===== src/sv/m4vt_pkg.sv =====
// Shared types and constants for the 4x4 matrix-vector transform engine.
// Used by the channel interfaces and by every module of the block.
package m4vt_pkg;

    localparam int DIM        = 4;
    localparam int FRAC_BITS  = 16;
    localparam int DATA_W     = 32;
    localparam int CFG_W      = 2 * DATA_W;
    localparam int NUM_REGS   = DIM * DIM / 2;
    localparam int REG_IDX_W  = $clog2(NUM_REGS);
    localparam int LANE_IDX_W = $clog2(DIM);
    localparam int PAIRS      = DIM / 2;
    localparam int PROD_W     = 2 * DATA_W;
    localparam int PAIR_W     = PROD_W + 1;
    localparam int SUM_W      = PROD_W + 2;

    localparam logic [DATA_W-1:0] COEF_ONE = DATA_W'(1) << FRAC_BITS;
    localparam logic [DATA_W-1:0] SAT_POS  = {1'b0, {(DATA_W - 1){1'b1}}};
    localparam logic [DATA_W-1:0] SAT_NEG  = {1'b1, {(DATA_W - 1){1'b0}}};

    typedef logic signed [DATA_W-1:0] word_t;
    typedef word_t [DIM-1:0]          vec_t;
    typedef vec_t [DIM-1:0]           mat_t;

    typedef logic signed [PROD_W-1:0] prod_t;
    typedef prod_t [DIM-1:0]          prod_row_t;
    typedef prod_row_t [DIM-1:0]      prod_mat_t;

    typedef logic signed [PAIR_W-1:0] pair_t;
    typedef pair_t [PAIRS-1:0]        pair_row_t;
    typedef pair_row_t [DIM-1:0]      pair_mat_t;

    typedef logic signed [SUM_W-1:0]  sum_t;
    typedef sum_t [DIM-1:0]           sum_vec_t;

    typedef struct packed {
        vec_t lanes;
        logic saturated;
    } res_t;

endpackage


===== src/sv/m4vt_sum_stage.sv =====
// Second and third pipeline stages: a registered two-level adder tree per row.
// Depends on m4vt_pkg.
module m4vt_sum_stage
    import m4vt_pkg::*;
(
    input  logic      clk,
    input  logic      rst_n,
    input  logic      in_valid,
    output logic      in_ready,
    input  prod_mat_t prod,
    output logic      out_valid,
    input  logic      out_ready,
    output sum_vec_t  sums
);

    logic      pair_valid_reg;
    logic      sum_valid_reg;
    logic      sum_ready;
    pair_mat_t pair_reg;
    pair_mat_t pair_next;
    sum_vec_t  sum_reg;
    sum_vec_t  sum_next;

    assign sum_ready = !sum_valid_reg || out_ready;
    assign in_ready  = !pair_valid_reg || sum_ready;

    always_comb
    begin
        for (int r = 0; r < DIM; r++)
        begin
            for (int k = 0; k < PAIRS; k++)
            begin
                pair_next[r][k] = PAIR_W'($signed(prod[r][2 * k]))
                                + PAIR_W'($signed(prod[r][2 * k + 1]));
            end
        end
    end

    always_comb
    begin
        for (int r = 0; r < DIM; r++)
        begin
            sum_next[r] = SUM_W'($signed(pair_reg[r][0])) + SUM_W'($signed(pair_reg[r][1]));
        end
    end

    always_ff @(posedge clk or negedge rst_n)
    begin
        if (!rst_n)
        begin
            pair_valid_reg <= 1'b0;
            sum_valid_reg  <= 1'b0;
        end
        else
        begin
            if (in_ready)
            begin
                pair_valid_reg <= in_valid;
            end
            if (sum_ready)
            begin
                sum_valid_reg <= pair_valid_reg;
            end
        end
    end

    always_ff @(posedge clk)
    begin
        if (in_ready && in_valid)
        begin
            pair_reg <= pair_next;
        end
        if (sum_ready && pair_valid_reg)
        begin
            sum_reg <= sum_next;
        end
    end

    assign out_valid = sum_valid_reg;
    assign sums      = sum_reg;

endmodule


===== config.mk =====
export PLATFORM = sky130hd
export DESIGN_NAME = m4vt_sum_stage
export DESIGN_NICKNAME = d
export VERILOG_FILES = /design/src/sv/m4vt_pkg.sv /design/src/sv/m4vt_sum_stage.sv
export SDC_FILE = /design/constraint.sdc
export NUM_CORES = 2
export LEC_CHECK = 0
export BUFFER_PORTS_ARGS = -buffer_cell sky130_fd_sc_hd__buf_2
export CORE_MARGIN = 2
export CORE_UTILIZATION = 25
export CTS_BUF_LIST = sky130_fd_sc_hd__clkbuf_4
export CTS_CLUSTER_SIZE = 25
export DETAILED_ROUTE_END_ITERATION = 6
export REMOVE_ABC_BUFFERS = 1
export SLEW_MARGIN = 10
export SYNTH_ARGS = -nofsm -noshare
export SYNTH_HDL_FRONTEND = slang
export SYNTH_SLANG_ARGS = --single-unit

===== constraint.sdc =====
create_clock -name clk -period 18.37 [get_ports clk]
set_clock_uncertainty 0.2 [all_clocks]
set_input_delay 3.674 -clock clk [delete_from_list [all_inputs] [get_ports clk]]
set_output_delay 3.674 -clock clk [all_outputs]
set_load 0.05 [all_outputs]

# Word level (Yosys, flattened, before mapping)
# Cells that the tools add are included.
# W data, S select, Z words.
[word_totals]
latch_bits = 0
register_bits = 786
mem_bits_ro = 0
inputBits = 1028
ram_bits = 0
memories = 0
output_inout_bits = 266
[classes]
eq_ne = 0
n_div = 0
bitwise_logic = 0
order_cmp = 0
muxes = 0
add_sub_neg = 12
n_shift = 0
reduce_logical = 6
multipliers = 0
[op_table]
columns = ["operator", "count"]
rows = [
  ["$add A64 B64 Y65", 8],
  ["$add A65 B65 Y66", 4],
  ["$logic_and A1 B1 Y1", 2],
  ["$logic_not A1 Y1", 2],
  ["$logic_or A1 B1 Y1", 2],
]

# Longest topological paths before layout
[logic_depth]
depth_word = 4
depth_mapped = 14

# Least setup slack after synthesis
# Ideal clock, no wire load.
[synth_timing]
kind = "input -> register"
startpoint = "input out_ready"
endpoint = "register pair_reg[0] in the netlist's numbering (enable)"
stages = 2
path_buffers = 0
path_slack_ns = 1.323
required_time_ns = 17.220
t_arrival_ns = 15.897
path_cell_list = "nand3b_1 -> and2_1"
[synth_via]
elab_chain_cells = 3
[synth_lines]
columns = ["element", "line_no", "text"]
rows = [
  ["from (decl)", "m4vt_sum_stage.sv:12", "input logic out_ready,"],
  ["$logic_or A1 B1 Y1", "m4vt_sum_stage.sv:24", "assign sum_ready = !sum_valid_reg || out_ready;"],
  ["$logic_or A1 B1 Y1", "m4vt_sum_stage.sv:25", "assign in_ready = !pair_valid_reg || sum_ready;"],
  ["$logic_and A1 B1 Y1", "m4vt_sum_stage.sv:69", "if (in_ready && in_valid)"],
  ["to (signal assigned)", "m4vt_sum_stage.sv:71", "pair_reg <= pair_next;"],
  ["to (decl)", "m4vt_sum_stage.sv:19", "pair_mat_t pair_reg;"],
]
# Every way passes these cells.
# A chain may end at the register's enable or synchronous reset.

# Final worst setup path
[layout_timing]
startpoint = "input out_ready"
endpoint = "output in_ready"
[layout_via]
elab_chain_cells = 2
[layout_lines]
columns = ["element", "line_no", "text"]
rows = [
  ["$logic_or A1 B1 Y1", "m4vt_sum_stage.sv:24", ""],
  ["$logic_or A1 B1 Y1", "m4vt_sum_stage.sv:25", ""],
  ["to (decl)", "m4vt_sum_stage.sv:9", "output logic in_ready,"],
]
# Every way passes these cells.

==> results.ini <==
[cts]
clock_path_buffers=4
cts_resized=0
htreeDepth=4
postCtsSetupBuffers=0
hold_buffers=0
clk_pin_slew_worst_paths_ns=0.08
cts_buffers=226
cts_tree=yes
insertion_delay_ns=1.23
cts_root_buffer=clkbuf_4
cts_num_sinks=786

[grt]
grt_max_degree=77
grt_pass1_wl_um=415000
antenna_found_initial=75
overflow=0
grtUsageTotal=0.206
grt_pass1_vias=61400

[floorplan]
die-height_um=523
core.rowCount=190
ios=1294
coreArea_um2=268000
die-area_um2=274000
die_w_um=523
start_util=0.252

[synthesis]
synth_cells=7225
synth_top_area_frac=0.349
ys_types=104
syn_avg_cell_area_um2=9.33
ys_top_cells_by_area=edfxtp_1 35%, ha_1 14%, a21oi_1 6.5%
synth_area_leader_cell=edfxtp_1
synth_common_cells=880 x a21oi_1, 784 x edfxtp_1, 772 x ha_1
synth-edff-count=784
ys.flop_type=edfxtp_1
yosysSeqAreaShare=0.350
ys_async_sr_fraction=0.00254
yosysWarnings=0
synth_area_um2=67400
yosysMostFrequentCell=a21oi_1
ys_ff_latch=786

[worst_setup_path]
crit_buf_inv=2
required_ns=14.50
cpPeakStageDelay_ns=0.25
path_class=primary input to output port
rrSetupSlack_ns=13.41
r2r_cells=14
cp_cell_sequence=buf_2 -> nand3b_1 -> buf_2
crit_fanout=3
arrival_ns=4.22
start_kind=primary input
endpoint_kind=output port
cp_top_family=buffers and inverters
r2r-end=sums[196]
cpMostUsedCell=buf_2
timing.rr.start=pair_reg[325]
cp_slowest_cell=buf_2

[finish]
area_growth_pct=19.2
nets=10300
drive_gt1_frac=0.200
largest_reg_flops=520

[sta]
fin_ws_ns=10.28
worst_pin_slew_ns=1.07
setup_viol=0
layout_min_cycle_time_ns=8.09
clock.fmax_mhz=124
tns_ns=0
hold_viol_final=0
max_slew_margin=0.286
rsz0062_at_grt=false
fin_crit_sh=0.440
finalMaxSlewViolations=0

[pwr]
power_switching_uw=3590
clock_power_share=0.203
p_leak_uw=0.0345
internal_power_uw=4530
switching_share=0.442
ir_drop_uv=64.1
pwr_density_cell_nw_per_um2=101
seqPwrFrac=0.325
combinationalPowerShare=0.472

[routing]
drt_iter0_markers=5566
drtAntennaViolNets=0
dr.pass1.iters=6
num_vias=63500
wl_per_cell_um=24.2
wirelength_um=297000
via_per_inst=5.18
drc=0

[flow_run]
max-cap-violations=0

[min_path]
min_from=pair_valid_reg
hold_end=out_valid
hold_path_class=flip-flop to flip-flop
hold_depth=1

[placement]
io_buffers=1293
gp_congestion=1.01
post-place-ws_ns=9.69
detailed_place_hpwl_um=252000

[outcome]
status=finished, final reports clean

## final cells by class
cell class / instances / area [um2]
repair buffers: 1311 / 6610
flip-flops and latches: 786 / 23600
diodes: 51 / 128
clock inverters: 94 / 559
clock buffers: 295 / 2210
fillers: 28600 / 188000
inverters: 213 / 800
multi-input cells: 5947 / 41900
well taps: 3552 / 4440
## cells by family after synthesis
kind of cell	count (synthesis)	synth area share
AO/OA/AOI/OAI	2636	0.251
XOR/XNOR	729	0.0948
adder cells (fa/ha/maj)	784	0.147
buffers and inverters	492	0.0276
flip-flops	786	0.350
multiplexers	3	0.000464
AND/OR/NAND/NOR	1795	0.129
## worst max path at each step
stage / from / cells past startpoint / to / slack, ns
after floorplan: out_ready / 2 / pair_reg[0] / 1.32
after global placement: prod[384] / 14 / pair_reg[253] / 9.65
after detailed placement: prod[384] / 14 / pair_reg[253] / 9.69
after CTS: out_ready / 3 / in_ready / 10.28
after global routing: out_ready / 3 / in_ready / 10.26
final: out_ready / 3 / in_ready / 10.28
## metal layers
| layer | global-route usage | part of all wire |
|---|---|---|
| met5 | 0 | 0.00063 |
| met3 | 0.0400 | 0.071 |
| met1 | 0.240 | 0.39 |
| met2 | 0.346 | 0.47 |
| met4 | 0.136 | 0.070 |
## power groups by stage
| stage | Sequential, uW | Clock (uW) | Combinational, uW |
|---|---|---|---|
| floorplan | 3180 | 0 | 1990 |
| global placement | 2680 | 0 | 3810 |
| detailed placement | 2680 | 0 | 3790 |
| CTS | 2640 | 1730 | 3810 |
| global route | 2660 | 1800 | 4110 |
| finish | 2640 | 1650 | 3830 |
## per-stage QoR
| step | area (um2) | cells | hold WS [ns] | total power, uW | util |
|---|---|---|---|---|---|
| floorplan | 66300 | 6946 | 0.249 | 5180 | - |
| global placement | 77400 | 11800 | 0.288 | 6480 | 0.289 |
| detailed placement | 77400 | 11800 | 0.290 | 6470 | 0.289 |
| CTS | 80200 | 12200 | 0.221 | 8180 | 0.299 |
| global route | 80200 | 12200 | 0.261 | 8560 | 0.300 |
| finish | 80300 | 12200 | 0.233 | 8120 | 0.300 |
## cell usage in the layout (no fill, tap or decap), types with 100 or more instances in the layout
cell type / instances
buf_2: 1293
a21oi_1: 880
edfxtp_1: 784
ha_1: 772
nand2_1: 556
a21o_1: 454
o21ai_0: 446
xnor2_1: 445
nor2_1: 384
clkbuf_4: 295
xor2_1: 284
inv_1: 213
nand4_1: 192
o21bai_1: 160
nand3_1: 154
nor2b_1: 112
a31oi_1: 100
No activity file was read; power rests on OpenSTA's default activity.
