===== config.mk =====
export PLATFORM = sky130hd
export DESIGN_NAME = m4vt_sat_stage
export DESIGN_NICKNAME = d
export VERILOG_FILES = /design/src/sv/m4vt_pkg.sv /design/src/sv/m4vt_sat_stage.sv
export SDC_FILE = /design/constraint.sdc
export NUM_CORES = 1
export LEC_CHECK = 0
export ABC_AREA = 0
export BUFFER_PORTS_ARGS = -buffer_cell sky130_fd_sc_hd__buf_2
export CORE_UTILIZATION = 47
export DETAILED_ROUTE_END_ITERATION = 10
export PLACE_DENSITY_LB_ADDON = 0.25
export SYNTH_ARGS = -nofsm -noshare
export SYNTH_HDL_FRONTEND = slang
export SYNTH_SLANG_ARGS = --single-unit

===== constraint.sdc =====
create_clock -name clk -period 3.7 [get_ports clk]
set_input_delay 0.555 -clock clk [delete_from_list [all_inputs] [get_ports clk]]
set_output_delay 0.555 -clock clk [all_outputs]
set_load 0.1 [all_outputs]

===== src/sv/m4vt_pkg.sv =====
// Shared types and constants for the 4x4 matrix-vector transform engine.
// Used by the channel interfaces and by every module of the block.
package m4vt_pkg;

    localparam int DIM        = 4;
    localparam int FRAC_BITS  = 16;
    localparam int DATA_W     = 32;
    localparam int CFG_W      = 2 * DATA_W;
    localparam int NUM_REGS   = DIM * DIM / 2;
    localparam int REG_IDX_W  = $clog2(NUM_REGS);
    localparam int LANE_IDX_W = $clog2(DIM);
    localparam int PAIRS      = DIM / 2;
    localparam int PROD_W     = 2 * DATA_W;
    localparam int PAIR_W     = PROD_W + 1;
    localparam int SUM_W      = PROD_W + 2;

    localparam logic [DATA_W-1:0] COEF_ONE = DATA_W'(1) << FRAC_BITS;
    localparam logic [DATA_W-1:0] SAT_POS  = {1'b0, {(DATA_W - 1){1'b1}}};
    localparam logic [DATA_W-1:0] SAT_NEG  = {1'b1, {(DATA_W - 1){1'b0}}};

    typedef logic signed [DATA_W-1:0] word_t;
    typedef word_t [DIM-1:0]          vec_t;
    typedef vec_t [DIM-1:0]           mat_t;

    typedef logic signed [PROD_W-1:0] prod_t;
    typedef prod_t [DIM-1:0]          prod_row_t;
    typedef prod_row_t [DIM-1:0]      prod_mat_t;

    typedef logic signed [PAIR_W-1:0] pair_t;
    typedef pair_t [PAIRS-1:0]        pair_row_t;
    typedef pair_row_t [DIM-1:0]      pair_mat_t;

    typedef logic signed [SUM_W-1:0]  sum_t;
    typedef sum_t [DIM-1:0]           sum_vec_t;

    typedef struct packed {
        vec_t lanes;
        logic saturated;
    } res_t;

endpackage


===== src/sv/m4vt_sat_stage.sv =====
// Last pipeline stage: truncation toward zero, saturation and the output register.
// Depends on m4vt_pkg.
module m4vt_sat_stage
    import m4vt_pkg::*;
(
    input  logic     clk,
    input  logic     rst_n,
    input  logic     in_valid,
    output logic     in_ready,
    input  sum_vec_t sums,
    output logic     out_valid,
    input  logic     out_ready,
    output res_t     res
);

    logic valid_reg;
    res_t res_reg;
    res_t res_next;
    sum_t biased;
    sum_t quot;
    logic [SUM_W-DATA_W:0] quot_hi;
    logic lane_sat;

    assign in_ready = !valid_reg || out_ready;

    // Negative sums get a bias of one less than the divisor so the shift rounds toward zero.
    always_comb
    begin
        res_next.saturated = 1'b0;
        for (int r = 0; r < DIM; r++)
        begin
            biased   = sums[r] + SUM_W'({FRAC_BITS{sums[r][SUM_W-1]}});
            quot     = biased >>> FRAC_BITS;
            quot_hi  = quot[SUM_W-1:DATA_W-1];
            lane_sat = !((&quot_hi) || !(|quot_hi));
            if (lane_sat)
            begin
                res_next.lanes[r] = quot[SUM_W-1] ? SAT_NEG : SAT_POS;
            end
            else
            begin
                res_next.lanes[r] = quot[DATA_W-1:0];
            end
            res_next.saturated = res_next.saturated | lane_sat;
        end
    end

    always_ff @(posedge clk or negedge rst_n)
    begin
        if (!rst_n)
        begin
            valid_reg <= 1'b0;
        end
        else if (in_ready)
        begin
            valid_reg <= in_valid;
        end
    end

    always_ff @(posedge clk)
    begin
        if (in_ready && in_valid)
        begin
            res_reg <= res_next;
        end
    end

    assign out_valid = valid_reg;
    assign res       = res_reg;

endmodule

-- Yosys cells after proc, flatten, opt, wreduce, memory -nomap -nowiden
Index checks and enable logic that the tools add are counted.
- register bits: 130
- input port bits: 268
- output and inout port bits: 131
- word-level logic and storage cells: 44
- $add $sub $neg: 4
- muxes and demuxes: 8
- bitwise logic cells: 3
- reductions and logical operators: 23
- operators by type and width (cell ; number):
    adder 66 x 16 -> 66 bit ; 4
    2-to-1 mux 32 bit ; 8
    AND reduction 19 bit ; 4
    OR reduction 19 bit ; 4
    logical NOT 1 bit ; 9
    logical OR 1 bit ; 5
    bitwise OR 1 bit ; 3
    logical AND 1 bit ; 1

-- Logic depth before layout (Yosys ltp)
- depth after elaboration: 8
- depth in mapped cells: 15

-- Least setup slack after synthesis
No wires, ideal clock.
- path type: register to register
- from: reg valid_reg, in the netlist out_valid
- to: reg res_reg (netlist bit res[0]) (enable)
- arrival: 4737 ps
- required time: 3198 ps
- path slack: -1540 ps
- stages on the path, launching flop included: 3
- period minus slack after synthesis: 5240 ps
- cells stage by stage: dfrtp_1 -> nand2b_1 -> and2_1
- cells in the longest elaborated chain, start to end: 3
- RTL lines (item ; RTL line ; RTL):
    from (decl) ; m4vt_sat_stage.sv:16 ; logic valid_reg;
    from (signal assigned) ; m4vt_sat_stage.sv:56 ; valid_reg <= in_valid;
    logical NOT 1 bit ; m4vt_sat_stage.sv:24 ; assign in_ready = !valid_reg || out_ready;
    logical OR 1 bit ; m4vt_sat_stage.sv:24 ;
    via in_ready ; m4vt_sat_stage.sv:9 ; output logic in_ready,
    logical AND 1 bit ; m4vt_sat_stage.sv:62 ; if (in_ready && in_valid)
    to (signal assigned) ; m4vt_sat_stage.sv:64 ; res_reg <= res_next;
    to (decl) ; m4vt_sat_stage.sv:17 ; res_t res_reg;
The timed path passes the listed nets, and every way through them passes these cells.
A chain may end at the register's enable or synchronous reset.

==> run summary <==
Outcome: finished with violations
Failing checks: setup timing
Synth Instances: 1244
Antenna-violating nets left: 0
Most used DFF post-synth: edfxtp_1
Max VDD drop: 0.3316 mV
Gr usage total: 0.3052
CTS sink cnt: 130
CP Launch Type: input port
Worst Setup SP: sums[166]
Switching Share: 0.3618
TritonRoute pass-1 iters: 5
Mapped Nets: 1572
Fin. Hold Viols: 0
Max FFs per register: 129
Area Growth Syn to Fin: 51.21%
Vias in the first global route: 11785
WP data required: 3.96 ns
Rel. slew slack: 0.5091
Final Cycle Share: 1.016
Synth area leader: edfxtp_1
Die width: 157.4 um
WS Path Type: in2reg
Post-synth top area share: 0.3415
# nets final: 2186
Worst Path Arrival: 4.02 ns
Per-cell routed wire length: 18.39 um
Hold slack: 0.3347 ns
Final min period: 3.761 ns
Largest net degree at the start of global routing: 92
TritonCTS clock tree: done
Final setup margin: -0.06087 ns
Worst setup EP type: register
EDFF count, synth: 129
Multi-input logic area: 8006 um2
CTS Buf Count: 17
Register area share after synthesis: 0.3437
Pwr/cell area: 299.0 nW/um2
Die height: 157.4 um
Worst Skew: 0.009163 ns
Residual DRC: 0
Async set-reset flop share out of synthesis: 0.007692
Mapped Avg Cell Area: 9.118 um2
Share of layout cells above drive strength 1: 0.4335
Worst-case clock buffer depth: 2
Initial Util: 0.4818
GPL Wtd Cong: 0.9818
Fin. max-slew vios: 0
GRT Residual Overflow: 0
First-pass GRT wire length: 58810 um
H-tree Lvls: 4
Vias/cell: 5.779
Netlist cell types: 75
Yosys warnings: 0
CTS root buf: clkbuf_16
WL final: 40380 um
Final setup fails: 25
Sw Pwr: 1.855 mW
Area after DPL: 15460 um2
Antenna violations before repair: 6
RSZ-0062 raised after global routing: yes
#FFs+latches synth: 130
R2r startpoint: out_valid
Pint: 3.273 mW
Number of port buffers: 398
Reg power frac: 0.340
Combinational cell fraction of total power: 0.333
Register Area: 3899 um2
Hold/Removal Path Class: in2reg
Core Area: 23540 um2
Detailed-route via count: 12691
Cell Area, Synth: 11340 um2
Worst-margin pin slew: 0.7287 ns
HPWL after detailed placement: 30760 um
CP max FO: 7
Synth area leaders: edfxtp_1, mux2i_1, ha_1
Number of fill cells: 1813
Leak pwr: 6.979 nW
Reg clk slew, reported paths: 0.06 ns
Die area: 24760 um2
Final instance area: 17150 um2
Placement row count: 56
I/O pin count: 399
Clock Latency Late Sink: 0.42 ns
Count leader, synth: edfxtp_1
Most frequent cells after synthesis: edfxtp_1, mux2i_1, nand2_1
Initial DRC count: 872
Min-delay src: in_valid
Max cap viols: 0
Maximum clock frequency: 0.2659 GHz
Clk pwr share: 0.327
layout make-up:
class / instances / area share
inverter: 33 / 0.007222
antenna: 6 / 0.0008753
multi-input combinational: 1047 / 0.4668
timing repair buffer: 629 / 0.2404
clock inverter: 14 / 0.009118
sequential: 130 / 0.2273
tap: 319 / 0.02327
clock buffer: 18 / 0.02502
layer usage:
metal / up-vias / routed length [um] / track usage
li1: 6031 / - / -
met2: 576 / 19550 / 0.5221
met3: 102 / 3226 / 0.06222
met4: 0 / 1598 / 0.1359
met1: 5982 / 16010 / 0.3689
met5: - / 0 / 0
power by group through the flow:
| stage | registers, mW | logic, mW | clock network [mW] |
|---|---|---|---|
| after detailed placement | 1.77 | 1.59 | 0 |
| final | 1.74 | 1.71 | 1.68 |
| after CTS | 1.74 | 1.61 | 1.69 |
| after global placement | 1.77 | 1.57 | 0 |
| after floorplan | 2.32 | 0.465 | 0 |
| after global routing | 1.75 | 1.81 | 1.74 |
cells by family (layout without fill, tap and decap cells):
kind of cell | count (synthesis) | in the layout | share of synthesized area
AO/OA/AOI/OAI | 272 | 272 | 0.1559
AND/OR/NAND/NOR | 513 | 513 | 0.2394
multiplexers | 110 | 110 | 0.09762
XOR/XNOR | 92 | 92 | 0.07103
flip-flops | 130 | 130 | 0.3437
adder cells (fa/ha/maj) | 60 | 60 | 0.06618
other | 0 | 6 | 0
buffers and inverters | 67 | 694 | 0.02625
cell usage in the layout, fill, tap and decap left out, types with 9 or more instances in the layout:
master,netlist,layout
xnor2_1,62,60
o21ai_0,60,48
a31oi_1,9,9
nor4_1,11,10
o21ai_1,1,11
buf_12,0,9
a21oi_1,73,60
nand3_1,70,67
inv_1,33,33
a21o_1,25,25
and3_1,36,35
ha_1,60,31
nand4_1,61,61
o211ai_1,9,9
nor2_1,91,84
buf_2,10,387
nor3_1,35,30
nand2b_1,11,11
mux2i_1,105,97
xor2_1,30,27
o21bai_1,14,13
nand2_1,98,95
or2_2,18,17
edfxtp_1,129,129
and2_1,20,19
buf_4,0,208
ha_4,0,29
o21a_1,9,9
a21oi_2,0,13
clkbuf_16,0,25
or4_4,2,10
critical path, stage by stage:
cell and delay (ns):
buf_6 0.07, nand4_1 0.16, or2_1 0.30, or4_4 0.44, or3_4 0.41, or2_4 0.28, o21ai_2 0.13, o22ai_1 0.09
or4_1 0.52, or4_4 0.44, o31ai_4 0.09, buf_6 0.18, buf_8 0.14, mux2i_2 0.23
stage by stage:
stage	cells	util	setup slack, ns	power [mW]	setup TNS, ns
after floorplan	1244	-	-0.1864	2.790	-5.027
after global placement	2135	0.6569	-0.6525	3.346	-58.42
after detailed placement	2135	0.6569	-0.6647	3.365	-61.89
after CTS	2175	0.6912	-0.03242	5.041	-0.2119
after global routing	2196	0.7286	-0.1058	5.303	-3.299
final	2196	0.7286	-0.06087	5.128	-0.7318
worst paths after layout:
| path | cells past startpoint | end | slack, ns |
|---|---|---|---|
| worst max-delay path | 14 | res[77] | -0.06 |
| worst min-delay path | 2 | out_valid | 0.33 |
| worst max register to register | 3 | res[108] | 1.75 |
| worst min register to register | 2 | out_valid | 0.58 |
| max in group asynchronous | 2 | out_valid | 3.18 |
| min in group asynchronous | 2 | out_valid | 0.43 |
repair_timing:
item	CTS	global route
endpoints found under the hold margin	1	0
gates cloned	2	8
buffers inserted	5	9
pin swaps	8	43
hold buffers	1	0
resized for setup	27	120
setup endpoints to repair	81	125
Power figures use the tool's default switching activity.
