File: config.mk
export PLATFORM = sky130hd
export DESIGN_NAME = m4vt_coef_regs
export DESIGN_NICKNAME = d
export VERILOG_FILES = /design/src/sv/m4vt_pkg.sv /design/src/sv/m4vt_coef_regs.sv
export SDC_FILE = /design/constraint.sdc
export NUM_CORES = 1
export LEC_CHECK = 0
export ABC_AREA = 0
export BUFFER_PORTS_ARGS = -buffer_cell sky130_fd_sc_hd__buf_2
export CAP_MARGIN = 20
export CORE_MARGIN = 5
export CORE_UTILIZATION = 40
export CTS_BUF_LIST = sky130_fd_sc_hd__clkbuf_4 sky130_fd_sc_hd__clkbuf_8
export CTS_CLUSTER_DIAMETER = 40
export DETAILED_ROUTE_END_ITERATION = 16
export MAX_ROUTING_LAYER = met4
export PLACE_DENSITY = 0.65
export RECOVER_POWER = 50
export SYNTH_ARGS = -nofsm -noshare
export SYNTH_HDL_FRONTEND = slang
export SYNTH_SLANG_ARGS = --single-unit
File: constraint.sdc
create_clock -name clk -period 1.23 [get_ports clk]
set_clock_uncertainty 0.2 [all_clocks]
set_input_delay 0.0615 -clock clk [delete_from_list [all_inputs] [get_ports clk]]
set_output_delay 0.0615 -clock clk [all_outputs]
set_load 0.01 [all_outputs]
File: src/sv/m4vt_pkg.sv
// Shared types and constants for the 4x4 matrix-vector transform engine.
// Used by the channel interfaces and by every module of the block.
package m4vt_pkg;

    localparam int DIM        = 4;
    localparam int FRAC_BITS  = 16;
    localparam int DATA_W     = 32;
    localparam int CFG_W      = 2 * DATA_W;
    localparam int NUM_REGS   = DIM * DIM / 2;
    localparam int REG_IDX_W  = $clog2(NUM_REGS);
    localparam int LANE_IDX_W = $clog2(DIM);
    localparam int PAIRS      = DIM / 2;
    localparam int PROD_W     = 2 * DATA_W;
    localparam int PAIR_W     = PROD_W + 1;
    localparam int SUM_W      = PROD_W + 2;

    localparam logic [DATA_W-1:0] COEF_ONE = DATA_W'(1) << FRAC_BITS;
    localparam logic [DATA_W-1:0] SAT_POS  = {1'b0, {(DATA_W - 1){1'b1}}};
    localparam logic [DATA_W-1:0] SAT_NEG  = {1'b1, {(DATA_W - 1){1'b0}}};

    typedef logic signed [DATA_W-1:0] word_t;
    typedef word_t [DIM-1:0]          vec_t;
    typedef vec_t [DIM-1:0]           mat_t;

    typedef logic signed [PROD_W-1:0] prod_t;
    typedef prod_t [DIM-1:0]          prod_row_t;
    typedef prod_row_t [DIM-1:0]      prod_mat_t;

    typedef logic signed [PAIR_W-1:0] pair_t;
    typedef pair_t [PAIRS-1:0]        pair_row_t;
    typedef pair_row_t [DIM-1:0]      pair_mat_t;

    typedef logic signed [SUM_W-1:0]  sum_t;
    typedef sum_t [DIM-1:0]           sum_vec_t;

    typedef struct packed {
        vec_t lanes;
        logic saturated;
    } res_t;

endpackage

File: src/sv/m4vt_coef_regs.sv
// Matrix coefficient registers with the write port; reset loads the identity.
// Depends on m4vt_pkg.
module m4vt_coef_regs
    import m4vt_pkg::*;
(
    input  logic                 clk,
    input  logic                 rst_n,
    input  logic                 cfg_we,
    input  logic [REG_IDX_W-1:0] cfg_index,
    input  logic [CFG_W-1:0]     cfg_data,
    output mat_t                 mat
);

    mat_t                  mat_reg;
    logic [LANE_IDX_W-1:0] row_sel;
    logic [LANE_IDX_W-1:0] col_lo;
    logic [LANE_IDX_W-1:0] col_hi;

    assign row_sel = cfg_index[REG_IDX_W-1:1];
    assign col_lo  = {cfg_index[0], 1'b0};
    assign col_hi  = {cfg_index[0], 1'b1};

    always_ff @(posedge clk or negedge rst_n)
    begin
        if (!rst_n)
        begin
            for (int r = 0; r < DIM; r++)
            begin
                for (int c = 0; c < DIM; c++)
                begin
                    mat_reg[r][c] <= (r == c) ? COEF_ONE : '0;
                end
            end
        end
        else if (cfg_we)
        begin
            mat_reg[row_sel][col_lo] <= cfg_data[DATA_W-1:0];
            mat_reg[row_sel][col_hi] <= cfg_data[CFG_W-1:DATA_W];
        end
    end

    assign mat = mat_reg;

endmodule

; ---- Yosys cells after proc, flatten, opt, wreduce, memory -nomap -nowiden
; Index checks and enable logic that the tools add are counted.
[word_totals]
register_bits = 512
in_bits = 70
output_inout_bits = 512
[classes]
magnitude_cmp = 6
mux = 10
reduce_logical = 3
[ops]
columns = cell, count
row1 = bitwise mux 512 bit, 2
row2 = demux 128 bit (select 2 bit), 2
row3 = 2-to-1 mux 128 bit, 1
row4 = 2-to-1 mux 96 bit, 1
row5 = demux 32 bit (select 1 bit), 2
row6 = 2-to-1 mux 32 bit, 2
row7 = < comparator 2 x 3 -> 1 bit (second input constant), 3
row8 = >= comparator 2 x 1 -> 1 bit (second input constant), 3
row9 = logical AND 1 bit, 3

; ---- Logic depth before layout (Yosys ltp)
; Gate-level depths: netlist of run 1.
[logic_depth]
depth_word = 8
mapped_depth = 4
mapped_depth_nobuf = 2

; ---- Worst setup path before layout of run 1
; No wires, ideal clock.
[synth_timing]
path_type = in2reg
startpoint = in cfg_index[0]
endpoint = reg mat_reg (netlist bit mat[0])
t_arrival_ns = 0.988
required_ns = 0.905
path_slack_ns = -0.083
cell_stages = 4
n_path_buf = 2
cell_sequence = nor4b_2 buf_4 buf_4 mux2_2
[synth_between]
elab_chain_len = 8
elab_cells_between_ends = 9
classes_between = 2 x order compare / 6 x mux / 1 x reduce/logical
[synth_lines]
columns = item, line
row1 = from (decl), m4vt_coef_regs.sv:9  ; input logic [REG_IDX_W-1:0] cfg_index,
row2 = < comparator 2 x 3 -> 1 bit (implied by the code) or >= comparator 2 x 1 -> 1 bit (tied branches), m4vt_coef_regs.sv:37  ; mat_reg[row_sel][col_lo] <= cfg_data[DATA_W-1:0];
row3 = logical AND 1 bit (implied by the code), m4vt_coef_regs.sv:37
row4 = 2-to-1 mux 32 bit (implied by the code), m4vt_coef_regs.sv:37
row5 = demux 32 bit (select 1 bit) *, m4vt_coef_regs.sv:37
row6 = 2-to-1 mux 96 bit (implied by the code) *, m4vt_coef_regs.sv:37
row7 = demux 128 bit (select 2 bit) *, m4vt_coef_regs.sv:37
row8 = bitwise mux 512 bit *, m4vt_coef_regs.sv:37
row9 = bitwise mux 512 bit *, m4vt_coef_regs.sv:38  ; mat_reg[row_sel][col_hi] <= cfg_data[CFG_W-1:DATA_W];
row10 = "to (signal, indexed assignment)", m4vt_coef_regs.sv:31  ; mat_reg[r][c] <= (r == c) ? COEF_ONE : '0;
row11 = "to (signal, indexed assignment)", m4vt_coef_regs.sv:37
row12 = "to (signal, indexed assignment)", m4vt_coef_regs.sv:38
row13 = to (decl), m4vt_coef_regs.sv:14  ; mat_t mat_reg;
; Mark *: on every way between the ends. The rest lies on a longest branch, timed or not.
; A chain may end at the register's enable or synchronous reset.

; ---- Worst setup path after layout of run 1
[layout_timing]
startpoint = reg mat_reg (netlist bit mat[176])
endpoint = out mat[176] in the netlist's numbering
[layout_lines]
columns = item, line
row1 = to (decl), m4vt_coef_regs.sv:11  ; output mat_t mat
; No word-level cell between the ends.

==> results of run 1 <==
==> kinds of logic after synthesis <==
| logic type | after synthesis | synth area share, % |
|---|---|---|
| multiplexers | 512 | 30.0 |
| flip-flops | 512 | 66.8 |
| AND/OR/NAND/NOR | 8 | 0.476 |
| buffers and inverters | 55 | 2.68 |
==> power by group <==
group | internal (W) | leakage, nW | switching [W]
clock network | 0.00911 | 0.957 | 0.00659
registers | 0.0206 | 6.14 | 0.00242
logic | 0.00901 | 6.48 | 0.00635
==> layer usage <==
layer  up-vias  GRT usage (%)  wire (um)
met5         -              -          0
met4         0           8.12       1880
met3       104           5.97       3620
met2       403           39.0      31500
met1      6767           26.7      23300
li1       5626              -          -
==> repair_timing <==
action,CTS,global route
hold endpoints to repair,1024,248
hold buffers,67,1
endpoints found under the setup margin,512,528
buffers inserted,67,60
gates resized for setup,354,43
==> stage by stage <==
stage / cells / area, sq um / hold WS, ps
5_1_grt: 2637 / 28500 / -223
3_3_place_gp: 2297 / 23400 / -276
2_1_floorplan: 1087 / 19200 / -434
6_report: 2637 / 28500 / -214
4_1_cts: 2577 / 27800 / -436
3_5_place_dp: 2297 / 23400 / -273
==> cell usage in the layout (no fill, tap or decap), drive strengths merged, types with 3 or more instances in the layout <==
cell type / instances
mux2: 512
dfrtp: 508
clkinv: 3
buf: 772
dlygate4sd3: 67
nand4b: 3
clkbuf: 142
and4bb: 3
dfstp: 4
==> area by class of cell <==
class	count	area [sq um]
fillers	3554	19200
well taps	615	769
clock inverters	9	108
multi-input cells	520	5900
repair buffers	844	7180
clock buffers	137	1700
flip-flops and latches	512	12800
==> worst max path at each step <==
| stage | from | endpoint | slack, ps |
|---|---|---|---|
| CTS | mat[336] | mat[336] | -410 |
| detailed placement | cfg_index[0] | mat[22] | -400 |
| global route | mat[336] | mat[336] | -400 |
| finish | mat[176] | mat[176] | -320 |
| floorplan | cfg_index[0] | mat[0] | -60 |
| global placement | cfg_index[1] | mat[366] | -380 |
==> impl_metrics.ini, run 1 <==
[drt]
drt_iter0_drc = 527
vias_per_cell = 4.89
drc = 0
routedWlPerCell_um = 22.9
antenna_left = 0
wl_mm = 60.4
drt_pass1_iterations = 4
vias = 12900

[sta]
tightest_slew_ps = 596
period_share_pct = 126
fmax_ghz = 0.644
rsz0062_at_grt = true
post-route-min-period_ps = 1550
layout_setup_ws_ps = -323
finalSetupTns_ps = -109730
whs_ps = -214
finalSetupViolCount = 762
drv_slew = 0
hold_viol_final = 31
maxSlewHeadroom_pct = 60.3

[run_status]
status = finished, violations left
failed_checks = negative hold slack, negative setup slack

[clocking]
clock-sinks = 512
htreeDepth = 3
insertion_delay_ps = 650
clk_pin_slew_worst_paths_ps = 60
clockBufferDepth = 3
cts_root_buf = clkbuf_8
cts_made_buffers = 86
tritoncts = done

[global_route]
grt_usage_pct = 23.0
antenna_found_initial = 0
grt_pass1_wl_mm = 90.4
grt_max_degree = 69
grt_overflow_total = 0
grt_pass1_vias = 14200

[critical_path]
crit_cells = 1
criticalPathCategory = flop to output pin
r2r_slack_ps = -10
r2r-end = mat[281]
rr_worst_depth = 3
critPathSlowestCell = dfstp_2
crit_path_cell_trace = buf_6
crit_arrival_ps = 1290
path_max_fanout = 2
worst_path_largest_cell_delay_ps = 550
required_ps = 970
worstPathBufferInverterCount = 1
r2r_start = mat[281]
cp-end-kind = output pin
cp-start-kind = flop
crit_family = flip-flops

[synth]
synthTopCellsByArea = dfrtp_1, mux2_2, clkbuf_8
synth_edf_count = 0
yosysMostFrequentCell = mux2_2
yosysTopAreaCell = dfrtp_1
yosys.area.top_type_share_pct = 66.2
ys_types = 11
synthArstFlopShare_pct = 100
synth.top_cells.by_count = mux2_2, dfrtp_1, buf_4, clkbuf_8, buf_2
ys_warn_count = 0
ys_seq_area_share_pct = 66.8
ys_ff_latch = 512
synth_fp_nets = 1157
synth_ff_type = dfrtp_1
syn_avg_cell_area_sq_um = 17.7
syn_area_sq_um = 19200
syn_inst = 1087

[place]
place_ws_ps = -397
port_buffers = 581
hpwl_mm = 40.4
gp_congestion = 0.798

[final_layout]
final_nets = 2034
largest_register_ff_count = 512
flow.area_growth_from_synthesis_pct = 48.4
drive_above_1_share_pct = 71.4
postLayoutCoreUtil_pct = 59.8
n_antenna_cell = 0

[die]
io_pins = 582
die_y_um = 229
row_count = 80
die_area_sq_um = 52500
initial_core_util_pct = 40.3
fp.dieW_um = 229
fp.coreArea_sq_um = 47600

[power]
p_leak_nw = 13.6
finalPower_w = 0.0541
power.density_nw_per_um2 = 1900
irDropWorstVdd_v = 0.00127

[hold_path]
min_path_type = primary input to asynchronous set/reset pin

[flow_run]
maxCapViolCount = 0
(Power assumes the default switching activity.)
==> inputs of run 2 (changes only) <==
RECOVER_POWER = unset   (was 50)
SKIP_CTS_REPAIR_TIMING = 1   (was unset)
==> run 2 against run 1 <==
Net effect:
- the run still ends with negative hold slack, negative setup slack left
- critical path depth unchanged
- wire length decreased by 2.2%
- global-route usage decreased by 0.96 points
- via count decreased by 2.8%
- final cell count decreased by 3.1%
- total power decreased by 1.9%
- sequential share of layout area increased by 1.0 points
- core utilization decreased by 1.3 points
- first-iteration DRC count decreased by 13%
- hold slack got worse by 110 ps
- clock power about the same
- die area unchanged
==> impl_metrics.ini, run 2 (synthesis results as in run 1) <==
[sta]
whs_ps = -327
maxSlewHeadroom_pct = 74.3
drv_slew = 0
finalSetupViolCount = 513
period_share_pct = 126
fmax_ghz = 0.647
rsz0062_at_grt = true
tightest_slew_ps = 386
post-route-min-period_ps = 1540
layout_setup_ws_ps = -315
hold_viol_final = 173

[die]
die_area_sq_um = 52500
io_pins = 582
initial_core_util_pct = 40.3
row_count = 80
fp.coreArea_sq_um = 47600
die_y_um = 229
fp.dieW_um = 229

[final_layout]
n_antenna_cell = 0
final_nets = 1953
drive_above_1_share_pct = 70.2
stdcell_count = 2556
nFillCells = 3685
multi_input_area_sq_um = 5890
fin_area_sq_um = 27800
layout_commonest_cell = mux2_2
largest_register_ff_count = 512
final_cell_mix = mux2_2, dfrtp_1, buf_2, buf_6, clkbuf_8
flow.area_growth_from_synthesis_pct = 45.1
register_area_sq_um = 12800

[run_status]
status = finished, violations left
failed_checks = negative hold slack, negative setup slack

[clocking]
insertion_delay_ps = 640
tritoncts = done
clock-sinks = 512
clockBufferDepth = 3
cts_made_buffers = 86
htreeDepth = 3
clk_pin_slew_worst_paths_ps = 60
cts_root_buf = clkbuf_8

[critical_path]
required_ps = 970
cp-end-kind = output pin
crit_path_cell_trace = buf_6
worst_path_largest_cell_delay_ps = 550
cp-start-kind = flop
crit_family = flip-flops
critPathSlowestCell = dfstp_2
worstPathBufferInverterCount = 1
path_max_fanout = 2
criticalPathCategory = flop to output pin
crit_arrival_ps = 1280

[place]
dpl_cell_area_sq_um = 23400
hpwl_mm = 40.4
placedCellCount = 2297
port_buffers = 581
gp_congestion = 0.798

[drt]
drt_iter0_drc = 460
wl_mm = 59.0
routedWlPerCell_um = 23.1
drc = 0
vias_per_cell = 4.91
drt_pass1_iterations = 4
antenna_left = 0
vias = 12500

[flow_run]
maxCapViolCount = 0

[global_route]
grt_pass1_wl_mm = 86.5
antenna_found_initial = 0
grt_pass1_vias = 13400
grt_overflow_total = 0
grt_usage_pct = 22.0
grt_max_degree = 69

[power]
power.density_nw_per_um2 = 1910
irDropWorstVdd_v = 0.00127
finalPower_w = 0.0531
p_leak_nw = 13.2

[hold_path]
min_path_type = primary input to asynchronous set/reset pin
## run 2: changes by cell type in the layout (fill, tap and decap cells not counted), sizes merged
| cell | change |
|---|---|
| buf | -76 |
| clkbuf | -5 |
## run 2: per-layer routing
layer	share of wire [%]	wire [um]	global-route usage, %
met5	0	0	-
met4	3.0	1770	7.46
met3	5.9	3490	5.45
met2	52	30500	37.2
met1	39	23300	26.0
## run 2: final timing paths
| kind | start | to | slack (ps) | cells after the start |
|---|---|---|---|---|
| worst max-delay path | mat[176] | mat[176] | -310 | 1 |
| worst min-delay path | rst_n | mat[382] | -330 | 2 |
| worst max register to register | mat[46] | mat[46] | 110 | 2 |
| worst min register to register | mat[506] | mat[506] | 300 | 1 |
| max in group asynchronous | rst_n | mat[342] | 430 | 4 |
| min in group clk | cfg_we | mat[458] | -80 | 4 |
## run 2: report_power, final
group,switching (W),internal [W]
clock network,0.00660,0.00911
registers,0.00239,0.0206
logic,0.00613,0.00825
total,0.0151,0.0380
## run 2: final cells by class
type / count / area share (%)
multi-input combinational: 520 / 21.1
tap: 615 / 2.76
clock inverter: 9 / 0.387
timing repair buffer: 763 / 23.6
clock buffer: 137 / 6.10
sequential: 512 / 46.0
## run 2: stage by stage
step	setup WS, ps	TNS (ps)	util, %
after floorplan	-55.4	-13010	-
after global placement	-380	-149350	49.0
after detailed placement	-397	-158100	49.0
after CTS	-434	-144870	52.8
after global routing	-407	-141890	58.4
final	-315	-96980	58.4
==> inputs of run 3 (changes only) <==
CELL_PAD_IN_SITES_DETAIL_PLACEMENT = 1   (was unset)
CELL_PAD_IN_SITES_GLOBAL_PLACEMENT = 2   (was unset)
CORE_UTILIZATION = 37   (was 40)
PLACE_DENSITY = 0.82   (was 0.65)
==> run 3 against run 2 <==
Net effect:
- the flow still finishes with violations (negative hold slack, negative setup slack)
- maximum frequency down 0.89%
- final area is 1.6% higher
- non-clock buffer count increased by 24
- sequential power is essentially flat
- global-route usage is 0.39 points lower
- flip-flop and latch count stayed put
- combinational power up 6%
- critical path depth did not move
- sequential share of layout area fell by 0.71 points
- total power is 3.6% higher
- first-iteration DRC count down 12%
- register-to-register slack hardly changed
- highest routed layer unchanged
==> impl_metrics.ini, run 3 (synthesis results as in run 1) <==
[die]
io_pins = 582
die_area_sq_um = 56500
initial_core_util_pct = 37.4
fp.coreArea_sq_um = 51300
fp.dieW_um = 238
row_count = 83
die_y_um = 238

[critical_path]
cp-end-kind = output pin
crit_arrival_ps = 1300
crit_family = flip-flops
criticalPathCategory = flop to output pin
critPathSlowestCell = dfstp_2
cp-start-kind = flop
worst_path_largest_cell_delay_ps = 540
worstPathBufferInverterCount = 1
crit_cells = 1
rr_worst_depth = 2
r2r_start = mat[56]
critPathCapture = mat[16]
r2r_slack_ps = 100
path_max_fanout = 2
startpoint = mat[16]
r2r-end = mat[56]
crit_path_cell_trace = buf_6
required_ps = 970

[clocking]
clock-sinks = 512
clk_pin_slew_worst_paths_ps = 60
cts_made_buffers = 90
clockBufferDepth = 3
insertion_delay_ps = 640
cts_root_buf = clkbuf_8
tritoncts = done
htreeDepth = 3

[power]
irDropWorstVdd_v = 0.00106
comb_power_share_pct = 27.5
power.density_nw_per_um2 = 1950
p_leak_nw = 13.3
power.switching_w = 0.0161
switching_share_pct = 29.3
seqPwrFrac_pct = 42.1
intPower_w = 0.0389
p_clk_share_pct = 30.3

[sta]
whs_ps = -338
maxSlewHeadroom_pct = 70.0
finalSetupViolCount = 521
hold_viol_final = 113
drv_slew = 0
rsz0062_at_grt = true
tightest_slew_ps = 448
fmax_ghz = 0.642
period_share_pct = 127
finalSetupTns_ps = -106120
post-route-min-period_ps = 1560
layout_setup_ws_ps = -329

[global_route]
grt_usage_pct = 21.6
antenna_found_initial = 2
grt_overflow_total = 0
grt_pass1_wl_mm = 90.8
grt_max_degree = 64
grt_pass1_vias = 13900

[place]
placedCellCount = 2362
gp_congestion = 0.803
place_ws_ps = -545
hpwl_mm = 42.9
port_buffers = 581

[drt]
drt_iter0_drc = 406
vias = 12900
wl_mm = 66.2
drt_pass1_iterations = 4
routedWlPerCell_um = 24.9
drc = 0
antenna_left = 0
vias_per_cell = 4.86

[flow_run]
maxCapViolCount = 0

[final_layout]
stdcell_count = 2659
largest_register_ff_count = 512
final_cell_mix = mux2_2, dfrtp_1, buf_2, buf_6, buf_4
drive_above_1_share_pct = 70.7
final_nets = 1981
flow.area_growth_from_synthesis_pct = 47.4
layout_commonest_cell = mux2_2

[hold_path]
min_path_type = primary input to asynchronous set/reset pin

[run_status]
failed_checks = negative hold slack, negative setup slack
status = finished, violations left
[run 3: cell count changes in the layout (fill, tap and decap cells not counted), moves of 3 or more]
cell / before / now
buf_12: 36 / 29
buf_4: 79 / 110
buf_2: 315 / 292
clkinv_2: 3 / 7
clkinvlp_4: 2 / 6
buf_6: 265 / 288
diode_2: 0 / 3
[run 3: stage by stage]
step / hold slack (ps) / util (%) / cell area, sq um / power, W
after floorplan: -434 / - / 19200 / 0.0279
after global placement: -277 / 45.5 / 23400 / 0.0341
after detailed placement: -273 / 45.5 / 23400 / 0.0346
after CTS: -1020 / 49.3 / 25300 / 0.0515
after global routing: -384 / 55.1 / 28300 / 0.0576
final: -338 / 55.1 / 28300 / 0.0550
[run 3: how the worst min path moves through the flow]
| stage | cells past startpoint | endpoint | slack (ps) | startpoint |
|---|---|---|---|---|
| 3_5_place_dp | 1 | mat[292] | -270 | rst_n |
| 5_1_grt | 2 | mat[356] | -380 | rst_n |
| 6_report | 2 | mat[356] | -340 | rst_n |
| 2_1_floorplan | 0 | mat[0] | -430 | rst_n |
| 3_3_place_gp | 1 | mat[424] | -280 | rst_n |
| 4_1_cts | 1 | mat[356] | -1020 | rst_n |
[run 3: final cells by class]
class / count / area (sq um)
timing repair buffer: 787 / 6800
antenna: 3 / 7.51
tap: 680 / 851
fill: 4979 / 23000
clock inverter: 19 / 218
multi-input combinational: 520 / 5890
sequential: 512 / 12800
clock buffer: 138 / 1700
[run 3: power groups by stage]
stage | logic (W) | registers, W | clock network [W]
floorplan | 0.00351 | 0.0244 | 0
global placement | 0.0115 | 0.0226 | 0
detailed placement | 0.0118 | 0.0228 | 0
CTS | 0.0119 | 0.0226 | 0.0170
global route | 0.0160 | 0.0236 | 0.0180
finish | 0.0152 | 0.0232 | 0.0167
[run 3: per-layer routing]
| layer | GRT usage, % | vias to the layer above | wire length [um] |
|---|---|---|---|
| met1 | 24.7 | 6809 | 24200 |
| met3 | 6.01 | 140 | 4350 |
| met4 | 7.98 | 0 | 2620 |
| met5 | - | - | 0 |
| met2 | 36.6 | 450 | 35000 |
| li1 | - | 5537 | - |
